<file path="src/sv/cbis_pkg.sv">
// shared types, codes and defaults of the branch and interrupt sequencer
package cbis_pkg;

    localparam int IRQ_LINES_DEFAULT = 5;

    // beat kinds
    localparam logic [1:0] KIND_TICK  = 2'd0;
    localparam logic [1:0] KIND_IRQ   = 2'd1;
    localparam logic [1:0] KIND_WR_IE = 2'd2;
    localparam logic [1:0] KIND_WR_IF = 2'd3;

    // decoded instruction classes
    localparam logic [3:0] CLS_SEQ    = 4'd0;
    localparam logic [3:0] CLS_JP     = 4'd1;
    localparam logic [3:0] CLS_JPCC   = 4'd2;
    localparam logic [3:0] CLS_JPHL   = 4'd3;
    localparam logic [3:0] CLS_JR     = 4'd4;
    localparam logic [3:0] CLS_JRCC   = 4'd5;
    localparam logic [3:0] CLS_CALL   = 4'd6;
    localparam logic [3:0] CLS_CALLCC = 4'd7;
    localparam logic [3:0] CLS_RET    = 4'd8;
    localparam logic [3:0] CLS_RETCC  = 4'd9;
    localparam logic [3:0] CLS_RETI   = 4'd10;
    localparam logic [3:0] CLS_RST    = 4'd11;
    localparam logic [3:0] CLS_EIDI   = 4'd12;
    localparam logic [3:0] CLS_HALT   = 4'd13;

    // branch conditions from opcode bits 4:3
    localparam logic [1:0] COND_NZ = 2'd0;
    localparam logic [1:0] COND_Z  = 2'd1;
    localparam logic [1:0] COND_NC = 2'd2;
    localparam logic [1:0] COND_C  = 2'd3;

    // idle ticks after an interrupt dispatch
    localparam logic [7:0] IRQ_IDLE = 8'd4;

    typedef struct packed {
        logic [1:0]  kind;
        logic [7:0]  reg_or_irq;
        logic [3:0]  instr_class;
        logic [7:0]  opcode_byte;
        logic [1:0]  instr_length;
        logic [3:0]  base_cycles;
        logic [3:0]  taken_cycles;
        logic [15:0] operand_word;
        logic [15:0] hl_pair;
        logic [15:0] stack_top;
        logic        zero_flag;
        logic        carry_flag;
    } item_t;

    typedef struct packed {
        logic [15:0] pc;
        logic        ime;
        logic        halt;
        logic [7:0]  idle;
        logic [7:0]  ie;
        logic [7:0]  iflag;
    } seq_state_t;

    typedef struct packed {
        logic [15:0] prog_counter;
        logic        push_req;
        logic [15:0] push_word;
        logic        pop_req;
        logic        executed;
        logic        irq_served;
        logic        halted;
        logic        bad_instr;
        logic [7:0]  flags_pending;
        logic        master_enable;
    } result_t;

endpackage

</file>
<file path="src/sv/cbis_exec.sv">
// single-pass next-state and result logic for one beat
module cbis_exec #(
    parameter int IRQ_LINES = cbis_pkg::IRQ_LINES_DEFAULT
) (
    input  cbis_pkg::item_t      item,
    input  cbis_pkg::seq_state_t cur,
    output cbis_pkg::seq_state_t nxt,
    output cbis_pkg::result_t    res
);

    localparam logic [7:0] LINE_MASK = 8'((9'd1 << IRQ_LINES) - 9'd1);
    localparam logic [7:0] LINE_CNT  = 8'(IRQ_LINES);

    logic [7:0]  pend;
    logic [2:0]  irq_idx;
    logic [15:0] seq_pc;
    logic [15:0] rel_pc;
    logic        cond_ok;
    logic [4:0]  cost;
    logic        push;
    logic [15:0] pword;
    logic        pop;
    logic        exec;
    logic        served;
    logic        bad;

    assign pend   = cur.ie & cur.iflag & LINE_MASK;
    assign seq_pc = cur.pc + {14'd0, item.instr_length};
    assign rel_pc = seq_pc + {{8{item.operand_word[7]}}, item.operand_word[7:0]};

    // lowest pending line wins
    always_comb
    begin
        irq_idx = 3'd0;
        for (int k = 7; k >= 0; k--)
        begin
            if (pend[k])
            begin
                irq_idx = 3'(k);
            end
        end
    end

    always_comb
    begin
        case (item.opcode_byte[4:3])
            cbis_pkg::COND_NZ: cond_ok = !item.zero_flag;
            cbis_pkg::COND_Z:  cond_ok = item.zero_flag;
            cbis_pkg::COND_NC: cond_ok = !item.carry_flag;
            default:           cond_ok = item.carry_flag;
        endcase
    end

    always_comb
    begin
        nxt    = cur;
        push   = 1'b0;
        pword  = 16'd0;
        pop    = 1'b0;
        exec   = 1'b0;
        served = 1'b0;
        bad    = 1'b0;
        cost   = {1'b0, item.base_cycles};
        case (item.kind)
            cbis_pkg::KIND_IRQ:
            begin
                if (item.reg_or_irq < LINE_CNT)
                begin
                    nxt.iflag = cur.iflag | (8'd1 << item.reg_or_irq[2:0]);
                end
            end
            cbis_pkg::KIND_WR_IE: nxt.ie    = item.reg_or_irq;
            cbis_pkg::KIND_WR_IF: nxt.iflag = item.reg_or_irq;
            default:
            begin
                if (cur.idle != 8'd0)
                begin
                    nxt.idle = cur.idle - 8'd1;
                end
                else
                begin
                    if (pend != 8'd0)
                    begin
                        nxt.halt = 1'b0;
                    end
                    if (!nxt.halt)
                    begin
                        if (cur.ime && pend != 8'd0)
                        begin
                            nxt.ime           = 1'b0;
                            nxt.iflag         = cur.iflag & ~(8'd1 << irq_idx);
                            push              = 1'b1;
                            pword             = cur.pc;
                            nxt.pc            = {10'd1, irq_idx, 3'd0};
                            served            = 1'b1;
                            nxt.idle          = cbis_pkg::IRQ_IDLE;
                        end
                        else
                        begin
                            exec = 1'b1;
                            case (item.instr_class)
                                cbis_pkg::CLS_SEQ:  nxt.pc = seq_pc;
                                cbis_pkg::CLS_JP:   nxt.pc = item.operand_word;
                                cbis_pkg::CLS_JPCC:
                                begin
                                    nxt.pc = cond_ok ? item.operand_word : seq_pc;
                                    if (cond_ok)
                                    begin
                                        cost = cost + {1'b0, item.taken_cycles};
                                    end
                                end
                                cbis_pkg::CLS_JPHL: nxt.pc = item.hl_pair;
                                cbis_pkg::CLS_JR:   nxt.pc = rel_pc;
                                cbis_pkg::CLS_JRCC:
                                begin
                                    nxt.pc = cond_ok ? rel_pc : seq_pc;
                                    if (cond_ok)
                                    begin
                                        cost = cost + {1'b0, item.taken_cycles};
                                    end
                                end
                                cbis_pkg::CLS_CALL:
                                begin
                                    push   = 1'b1;
                                    pword  = seq_pc;
                                    nxt.pc = item.operand_word;
                                end
                                cbis_pkg::CLS_CALLCC:
                                begin
                                    if (cond_ok)
                                    begin
                                        push   = 1'b1;
                                        pword  = seq_pc;
                                        nxt.pc = item.operand_word;
                                        cost   = cost + {1'b0, item.taken_cycles};
                                    end
                                    else
                                    begin
                                        nxt.pc = seq_pc;
                                    end
                                end
                                cbis_pkg::CLS_RET:
                                begin
                                    pop    = 1'b1;
                                    nxt.pc = item.stack_top;
                                end
                                cbis_pkg::CLS_RETCC:
                                begin
                                    if (cond_ok)
                                    begin
                                        pop    = 1'b1;
                                        nxt.pc = item.stack_top;
                                        cost   = cost + {1'b0, item.taken_cycles};
                                    end
                                    else
                                    begin
                                        nxt.pc = seq_pc;
                                    end
                                end
                                cbis_pkg::CLS_RETI:
                                begin
                                    nxt.ime = 1'b1;
                                    pop     = 1'b1;
                                    nxt.pc  = item.stack_top;
                                end
                                cbis_pkg::CLS_RST:
                                begin
                                    push   = 1'b1;
                                    pword  = seq_pc;
                                    nxt.pc = {10'd0, item.opcode_byte[5:3], 3'd0};
                                end
                                cbis_pkg::CLS_EIDI:
                                begin
                                    nxt.ime = item.opcode_byte[3];
                                    nxt.pc  = seq_pc;
                                end
                                cbis_pkg::CLS_HALT:
                                begin
                                    nxt.halt = 1'b1;
                                    nxt.pc   = seq_pc;
                                end
                                default:
                                begin
                                    exec = 1'b0;
                                    bad  = 1'b1;
                                end
                            endcase
                            if (exec)
                            begin
                                nxt.idle = (cost != 5'd0) ? {3'd0, cost - 5'd1} : 8'd0;
                            end
                        end
                    end
                end
            end
        endcase
    end

    assign res.prog_counter  = nxt.pc;
    assign res.push_req      = push;
    assign res.push_word     = pword;
    assign res.pop_req       = pop;
    assign res.executed      = exec;
    assign res.irq_served    = served;
    assign res.halted        = nxt.halt;
    assign res.bad_instr     = bad;
    assign res.flags_pending = nxt.iflag;
    assign res.master_enable = nxt.ime;

endmodule

</file>
<file path="src/sv/cpu_branch_interrupt_sequencer.sv">
// top level of the program counter, halt and interrupt dispatch sequencer
//
//  channel   handshake              payload
//  -------   ---------------------  ----------------------------------------------
//  input     in_valid / in_ready    kind, reg_or_irq, instr_class, opcode_byte,
//                                   instr_length, base_cycles, taken_cycles,
//                                   operand_word, hl_pair, stack_top,
//                                   zero_flag, carry_flag
//  output    out_valid / out_ready  prog_counter, push_req, push_word, pop_req,
//                                   executed, irq_served, halted, bad_instr,
//                                   flags_pending, master_enable
//
// one beat per cycle sustained while out_ready is high; a beat is captured in the
// input register, and its result is written to the output register as it moves on
// the sequencer state updates as a beat moves from input to output register,
// so the next beat already sees it with no bubble
// reset clears pc, ime, halt, idle countdown, ie and if, and both valid flags
// when out_ready is low the output holds, the input register holds its beat,
// and in_ready drops only once both registers are full
module cpu_branch_interrupt_sequencer #(
    parameter int IRQ_LINES = cbis_pkg::IRQ_LINES_DEFAULT
) (
    input  logic        clk,
    input  logic        rst_n,

    input  logic        in_valid,
    output logic        in_ready,
    input  logic [1:0]  kind,
    input  logic [7:0]  reg_or_irq,
    input  logic [3:0]  instr_class,
    input  logic [7:0]  opcode_byte,
    input  logic [1:0]  instr_length,
    input  logic [3:0]  base_cycles,
    input  logic [3:0]  taken_cycles,
    input  logic [15:0] operand_word,
    input  logic [15:0] hl_pair,
    input  logic [15:0] stack_top,
    input  logic        zero_flag,
    input  logic        carry_flag,

    output logic        out_valid,
    input  logic        out_ready,
    output logic [15:0] prog_counter,
    output logic        push_req,
    output logic [15:0] push_word,
    output logic        pop_req,
    output logic        executed,
    output logic        irq_served,
    output logic        halted,
    output logic        bad_instr,
    output logic [7:0]  flags_pending,
    output logic        master_enable
);

    // input stage
    cbis_pkg::item_t      item_reg;
    cbis_pkg::item_t      item_next;
    logic                 in_valid_reg;

    // architectural state
    cbis_pkg::seq_state_t state_reg;
    cbis_pkg::seq_state_t state_next;

    // output stage
    cbis_pkg::result_t    res_reg;
    cbis_pkg::result_t    res_next;
    logic                 out_valid_reg;

    logic                 advance;
    logic                 in_take;

    // beat moves on when the output register is free or being drained
    assign advance  = in_valid_reg && (!out_valid_reg || out_ready);
    assign in_ready = !in_valid_reg || advance;
    assign in_take  = in_valid && in_ready;

    assign item_next.kind         = kind;
    assign item_next.reg_or_irq   = reg_or_irq;
    assign item_next.instr_class  = instr_class;
    assign item_next.opcode_byte  = opcode_byte;
    assign item_next.instr_length = instr_length;
    assign item_next.base_cycles  = base_cycles;
    assign item_next.taken_cycles = taken_cycles;
    assign item_next.operand_word = operand_word;
    assign item_next.hl_pair      = hl_pair;
    assign item_next.stack_top    = stack_top;
    assign item_next.zero_flag    = zero_flag;
    assign item_next.carry_flag   = carry_flag;

    // all of a beat's work: one short cone from input register and state
    cbis_exec #(
        .IRQ_LINES (IRQ_LINES)
    ) u_exec (
        .item (item_reg),
        .cur  (state_reg),
        .nxt  (state_next),
        .res  (res_next)
    );

    // control and state
    always_ff @(posedge clk or negedge rst_n)
    begin
        if (!rst_n)
        begin
            in_valid_reg  <= 1'b0;
            out_valid_reg <= 1'b0;
            state_reg     <= '0;
        end
        else
        begin
            if (in_ready)
            begin
                in_valid_reg <= in_valid;
            end
            if (advance)
            begin
                out_valid_reg <= 1'b1;
                state_reg     <= state_next;
            end
            else if (out_ready)
            begin
                out_valid_reg <= 1'b0;
            end
        end
    end

    // payload, no reset needed
    always_ff @(posedge clk)
    begin
        if (in_take)
        begin
            item_reg <= item_next;
        end
        if (advance)
        begin
            res_reg <= res_next;
        end
    end

    assign out_valid     = out_valid_reg;
    assign prog_counter  = res_reg.prog_counter;
    assign push_req      = res_reg.push_req;
    assign push_word     = res_reg.push_word;
    assign pop_req       = res_reg.pop_req;
    assign executed      = res_reg.executed;
    assign irq_served    = res_reg.irq_served;
    assign halted        = res_reg.halted;
    assign bad_instr     = res_reg.bad_instr;
    assign flags_pending = res_reg.flags_pending;
    assign master_enable = res_reg.master_enable;

    // a dispatch pushes, clears ime and lands on a vector slot
    assert property (@(posedge clk) disable iff (!rst_n)
        (out_valid && irq_served) |->
            (push_req && !master_enable && !executed && prog_counter[15:6] == 10'd1
             && prog_counter[2:0] == 3'd0))
        else $error("interrupt dispatch result malformed");

    // an unknown class never counts as executed and never touches the stack
    assert property (@(posedge clk) disable iff (!rst_n)
        (out_valid && bad_instr) |-> (!executed && !push_req && !pop_req && !irq_served))
        else $error("unknown class result malformed");

    // a beat still in the input register is never dropped while output stalls
    assert property (@(posedge clk) disable iff (!rst_n)
        (in_valid_reg && out_valid_reg && !out_ready) |=> (in_valid_reg && out_valid_reg))
        else $error("beat lost during output stall");

    // state only changes when a beat moves to the output register
    assert property (@(posedge clk) disable iff (!rst_n)
        !advance |=> $stable(state_reg))
        else $error("sequencer state changed without a beat");

endmodule
</file>
<file path="config.mk">
export PLATFORM = sky130hd
export DESIGN_NAME = cpu_branch_interrupt_sequencer
export DESIGN_NICKNAME = d
export VERILOG_FILES = /design/src/sv/cbis_pkg.sv /design/src/sv/cbis_exec.sv /design/src/sv/cpu_branch_interrupt_sequencer.sv
export SDC_FILE = /design/constraint.sdc
export NUM_CORES = 1
export LEC_CHECK = 0
export CAP_MARGIN = 30
export CORE_UTILIZATION = 49
export DETAILED_ROUTE_END_ITERATION = 10
export DONT_BUFFER_PORTS = 1
export GPL_ROUTABILITY_DRIVEN = 0
export PLACE_DENSITY = 0.69
export SLEW_MARGIN = 20
export SYNTH_ARGS = -nofsm -noshare
export SYNTH_HDL_FRONTEND = slang
export SYNTH_HIERARCHICAL = 1
export SYNTH_SLANG_ARGS = --single-unit
</file>
<file path="constraint.sdc">
create_clock -name clk -period 6.1 [get_ports clk]
set_clock_uncertainty 0.1 [all_clocks]
set_input_delay 0 -clock clk [delete_from_list [all_inputs] [get_ports clk]]
set_output_delay 0 -clock clk [all_outputs]
set_load 0.005 [all_outputs]
</file>
After elaboration in Yosys (flattened, before gate mapping)
Index checks and enable logic that the tools add are counted.
W data, S select, Z words.
{"block": "totals", "word_cells": 141, "ff_bits": 168, "input_bits": 86}
{"block": "classes", "shifts": 2, "add_sub_neg": 5, "bitwise": 5, "n_mux": 51, "n_lt_le_gt_ge": 1, "reduce_logical": 28, "eq_ne": 19}
{"op": "$pmux W16 S9", "n": 1}
{"op": "$mux W16", "n": 5}
{"op": "$mux W8", "n": 7}
{"op": "$mux W26", "n": 2}
{"op": "$mux W5", "n": 7}
{"op": "$pmux W16 S2", "n": 1}
{"op": "$eq A4 B4 Y1 const B", "n": 6}
{"op": "$pmux W8 S3", "n": 1}
{"op": "$mux W18", "n": 1}
{"op": "$mux W17", "n": 1}
{"op": "$add A16 B16 Y16", "n": 1}
{"op": "$add A16 B2 Y16", "n": 1}
{"op": "$eq A4 B3 Y1 const B", "n": 4}
{"op": "$mux W1", "n": 16}
{"op": "$reduce_bool A8 Y1", "n": 2}
{"op": "$shl A1 B3 Y8 const A", "n": 2}
{"op": "$mux W3", "n": 5}
{"op": "$reduce_or A14 Y1", "n": 1}
{"op": "$and A8 B8 Y8", "n": 1}
{"op": "$eq A4 B2 Y1 const B", "n": 2}
{"op": "$lt A8 B3 Y1 const B", "n": 1}
{"op": "$not A8 Y8", "n": 1}
{"op": "$or A8 B8 Y8", "n": 1}
{"op": "$reduce_or A2 Y1", "n": 4}
{"op": "25 further kinds", "n": 37}

Depth between registers and ports, before layout
{"block": "depth", "depth_word": 15, "depth_mapped": 15, "mapped_depth_nobuf": 15}

Hierarchy
The synthesis kept the hierarchy.
{"mod": "cpu_branch_interrupt_sequencer", "instances": 1, "seq_area_each_um2": 4974.8, "cells_each": 226, "area_each_um2": 5694.2}
{"mod": "cbis_exec", "instances": 1, "seq_area_each_um2": 0.0, "cells_each": 588, "area_each_um2": 3803.6}

Worst setup path after synthesis
OpenSTA, ideal clock, no wires.
{"block": "synth_path", "path_type": "reg-to-reg", "startpoint": "register state_reg[26] (netlist name)", "endpoint": "register state_reg[32] (netlist name)", "stages_incl_launch_ff": 14, "t_required_ns": 5.875, "setup_slack_ns": 2.674, "t_arrival_ns": 3.201, "path_cell_list": "dfrtp_1 > ha_1 > fa_1 > nand3_1 > xnor2_1 > ha_1 > and3_1 > a211oi_1 > nand2_1 > xor2_1 > a221oi_1 > nand3_1 > a22o_1 > mux2_4"}
{"element": "start: declaration", "line_no": "cpu_branch_interrupt_sequencer.sv:61", "source": "cbis_pkg::seq_state_t state_reg;"}
{"element": "start signal: assignment", "line_no": "cpu_branch_interrupt_sequencer.sv:118", "source": "state_reg <= state_next;"}

==> impl_metrics.py <==
metrics = {
    "outcome": {
        "run_status": "finished with violations",
        "failed_checks": "DRC",
    },
    "global_route": {
        "antenna_found_initial": 1,
        "vias_in_the_first_global_route": 6610,
        "first_pass_grt_wire_length_um": 35670,
        "pin_count_of_the_biggest_net_entering_global_routing": 78,
        "aggregate_global_routing_overflow": 0,
        "grt_util_all_layers_pct": 23.74,
    },
    "routing": {
        "drt-pass1-iter-count": 9,
        "drc": 9,
        "route.final.wire_length_um": 22050,
        "dr.first_iter.drc_count": 845,
        "vias_per_cell": 6.130,
        "ant_nets": 0,
        "route.detailed.wl_per_inst_um": 20.28,
        "vias": 6663,
    },
    "sta": {
        "grt_setup_unrepaired": "false",
        "postLayoutSetupSlackWorst_ns": 1.676,
        "fmaxAchievable_mhz": 226.0,
        "period_minus_slack_ns": 4.424,
        "maxSlewViolCount": 0,
        "timing_worst_slew_pin_value_ns": 0.9797,
        "final-hold-violation-count": 0,
        "setup_viol": 0,
        "setup-tns-final_ns": 0,
        "final_min_period_over_clock_period_pct": 72.52,
        "worst_slew_margin_relative_to_its_limit_pct": 34.55,
    },
    "clocking": {
        "worstSkewPairLatency_ns": 0.43,
        "max-clock-path-buffers": 2,
        "tritoncts": "built",
        "cts.sink_count": 165,
        "clk_pin_slew_ns": 0.07,
        "cts.htree.levels": 4,
        "clk_root_buffer_cell": "sky130_fd_sc_hd__clkbuf_16",
        "cts_buffers": 17,
        "cts_repair_resize_count": 0,
    },
    "worst_setup_path": {
        "worst_setup_path_end_kind": "register",
        "r2r_start": "state_reg[26]",
        "r2r_setup_slack_ns": 1.68,
        "critical_path_peak_fanout": 5,
        "worstPathArrival_ns": 4.63,
        "setup.worst_path.class": "reg2reg",
        "timing.critical_path.required_ns": 6.31,
        "crit_start": "state_reg[26]",
        "timing.critical_path.from_type": "register",
    },
    "placement": {
        "preCtsSetupSlack_ns": 1.911,
        "buffer_ports.inserted": 0,
        "detailed_place_hpwl_um": 14980,
    },
    "power": {
        "leakagePower_nw": 4.070,
        "powerDensity_nw_per_um2": 381.1,
        "share_comb_of_total_power_pct": 32.0,
        "ir_drop_worst_case_vdd_uv": 219.3,
        "p_int_w": 0.002684,
        "power.clock.fraction_pct": 26.2,
        "switching_share_pct": 33.72,
        "total_switching_power_w": 0.001366,
        "total_power_w": 0.004049,
        "seq_power_share_pct": 41.8,
    },
    "layout": {
        "syn2layout_area_growth_pct": 15.58,
        "fillCellCount": 1461,
        "num-nets-final": 958,
        "largest_reg_flops": 77,
        "drive_gt1_share_pct": 11.55,
    },
    "job": {
        "drv_cap": 0,
    },
    "floorplanning": {
        "fp.dieW_um": 139.0,
        "std_cell_rows": 49,
        "die_area_um2": 19310,
        "die_height_um": 139.0,
        "io-pin-count": 135,
        "initial_core_util_pct": 50.66,
        "core_area_um2": 18150,
    },
    "worst_hold_path": {
        "worstHoldStart": "out_ready",
        "hold_class": "in2out",
    },
    "yosys": {
        "yosysWarnings": 6,
        "syn-instance-count": 800,
        "post_synth_instance_area_um2": 9194,
        "mappedNetlistNets": 914,
        "synth_area_per_cell_um2": 11.49,
    },
}
## layout make-up
type	instances	area [um^2]	area share (%)
Antenna cell	1	2.502	0.02355
Clock buffer	18	439.2	4.133
Clock inverter	14	148.9	1.401
Inverter	18	67.56	0.6358
Multi-Input combinational cell	554	3994	37.58
Sequential cell	165	4750	44.70
Tap cell	229	286.5	2.696
Timing Repair Buffer	88	938.4	8.831
## power by group through the flow
stage          logic, W  clock network (W)  registers (W)
2_1_floorplan   0.00111                  0        0.00161
3_3_place_gp    0.00116                  0        0.00169
3_5_place_dp    0.00120                  0        0.00171
4_1_cts         0.00126            0.00108        0.00169
5_1_grt         0.00142            0.00112        0.00172
6_report        0.00130            0.00106        0.00169
## cell usage in the layout, fill, tap and decap left out, types with 6 or more instances in the layout
| cell | instances |
|---|---|
| sky130_fd_sc_hd__nor2b_1 | 10 |
| sky130_fd_sc_hd__a222oi_1 | 7 |
| sky130_fd_sc_hd__dlygate4sd3_1 | 82 |
| sky130_fd_sc_hd__a221oi_1 | 9 |
| sky130_fd_sc_hd__a211oi_1 | 7 |
| sky130_fd_sc_hd__nor2_1 | 64 |
| sky130_fd_sc_hd__o21ai_0 | 38 |
| sky130_fd_sc_hd__ha_1 | 25 |
| sky130_fd_sc_hd__nand4_1 | 7 |
| sky130_fd_sc_hd__xnor2_1 | 29 |
| sky130_fd_sc_hd__nand2_1 | 68 |
| sky130_fd_sc_hd__mux2_4 | 36 |
| sky130_fd_sc_hd__nand2b_1 | 13 |
| sky130_fd_sc_hd__edfxtp_1 | 124 |
| sky130_fd_sc_hd__clkbuf_16 | 17 |
| sky130_fd_sc_hd__inv_1 | 17 |
| sky130_fd_sc_hd__and2_1 | 6 |
| sky130_fd_sc_hd__a21o_1 | 11 |
| sky130_fd_sc_hd__a22oi_1 | 7 |
| sky130_fd_sc_hd__a21oi_1 | 45 |
| sky130_fd_sc_hd__nand3_1 | 23 |
| sky130_fd_sc_hd__mux2_2 | 11 |
| sky130_fd_sc_hd__a22o_1 | 6 |
| sky130_fd_sc_hd__nor3b_1 | 6 |
| sky130_fd_sc_hd__nor3_1 | 16 |
| sky130_fd_sc_hd__dfrtp_1 | 41 |
| sky130_fd_sc_hd__xor2_1 | 20 |
## metrics by stage
| stage | area (um^2) | utilization, % | hold slack, ns | cells |
|---|---|---|---|---|
| detailed placement | 9105 | 50.17 | -0.3945 | 967 |
| global route | 10630 | 58.56 | 0.06164 | 1087 |
| global placement | 9105 | 50.17 | -0.3942 | 967 |
| CTS | 10560 | 58.18 | 0.05537 | 1082 |
| floorplan | 9194 | - | -0.3956 | 800 |
| finish | 10630 | 58.56 | 0.05458 | 1087 |
## worst max-delay path, cell delays in order (launching register included)
cell and delay (ns):
sky130_fd_sc_hd__dfrtp_1 0.41, sky130_fd_sc_hd__ha_1 0.23, sky130_fd_sc_hd__fa_1 0.47, sky130_fd_sc_hd__nand3_1 0.24, sky130_fd_sc_hd__xnor2_1 0.21, sky130_fd_sc_hd__ha_1 0.42, sky130_fd_sc_hd__o211ai_1 0.11, sky130_fd_sc_hd__o21ai_0 0.51
sky130_fd_sc_hd__a31oi_1 0.19, sky130_fd_sc_hd__xor2_1 0.16, sky130_fd_sc_hd__nor2_1 0.05, sky130_fd_sc_hd__a2111oi_0 0.73, sky130_fd_sc_hd__nor2_1 0.15, sky130_fd_sc_hd__mux2_4 0.30
## layer usage
layer	vias up	share of wire (%)	global-route usage, %	wire, um
li1	3051	-	-	-
met1	3193	44	33.60	9675
met2	368	46	36.20	10040
met3	51	8.3	4.696	1826
met4	0	2.3	8.889	504
met5	-	0	0	0
## path summary, 6_finish.rpt
| check | cells after the start | end |
|---|---|---|
| max | 13 | state_reg[33] |
| min | 1 | in_ready |
| max reg2reg | 13 | state_reg[33] |
| min reg2reg | 1 | state_reg[7] |
| max in group asynchronous | 3 | state_reg[33] |
| min in group asynchronous | 3 | state_reg[8] |
## timing repair
item,CTS,global route
hold buffers,83,1
buffers inserted,0,0
setup endpoints to repair,0,0
endpoints found under the hold margin,120,17
Note: power is estimated with default switching activity, not from simulation.
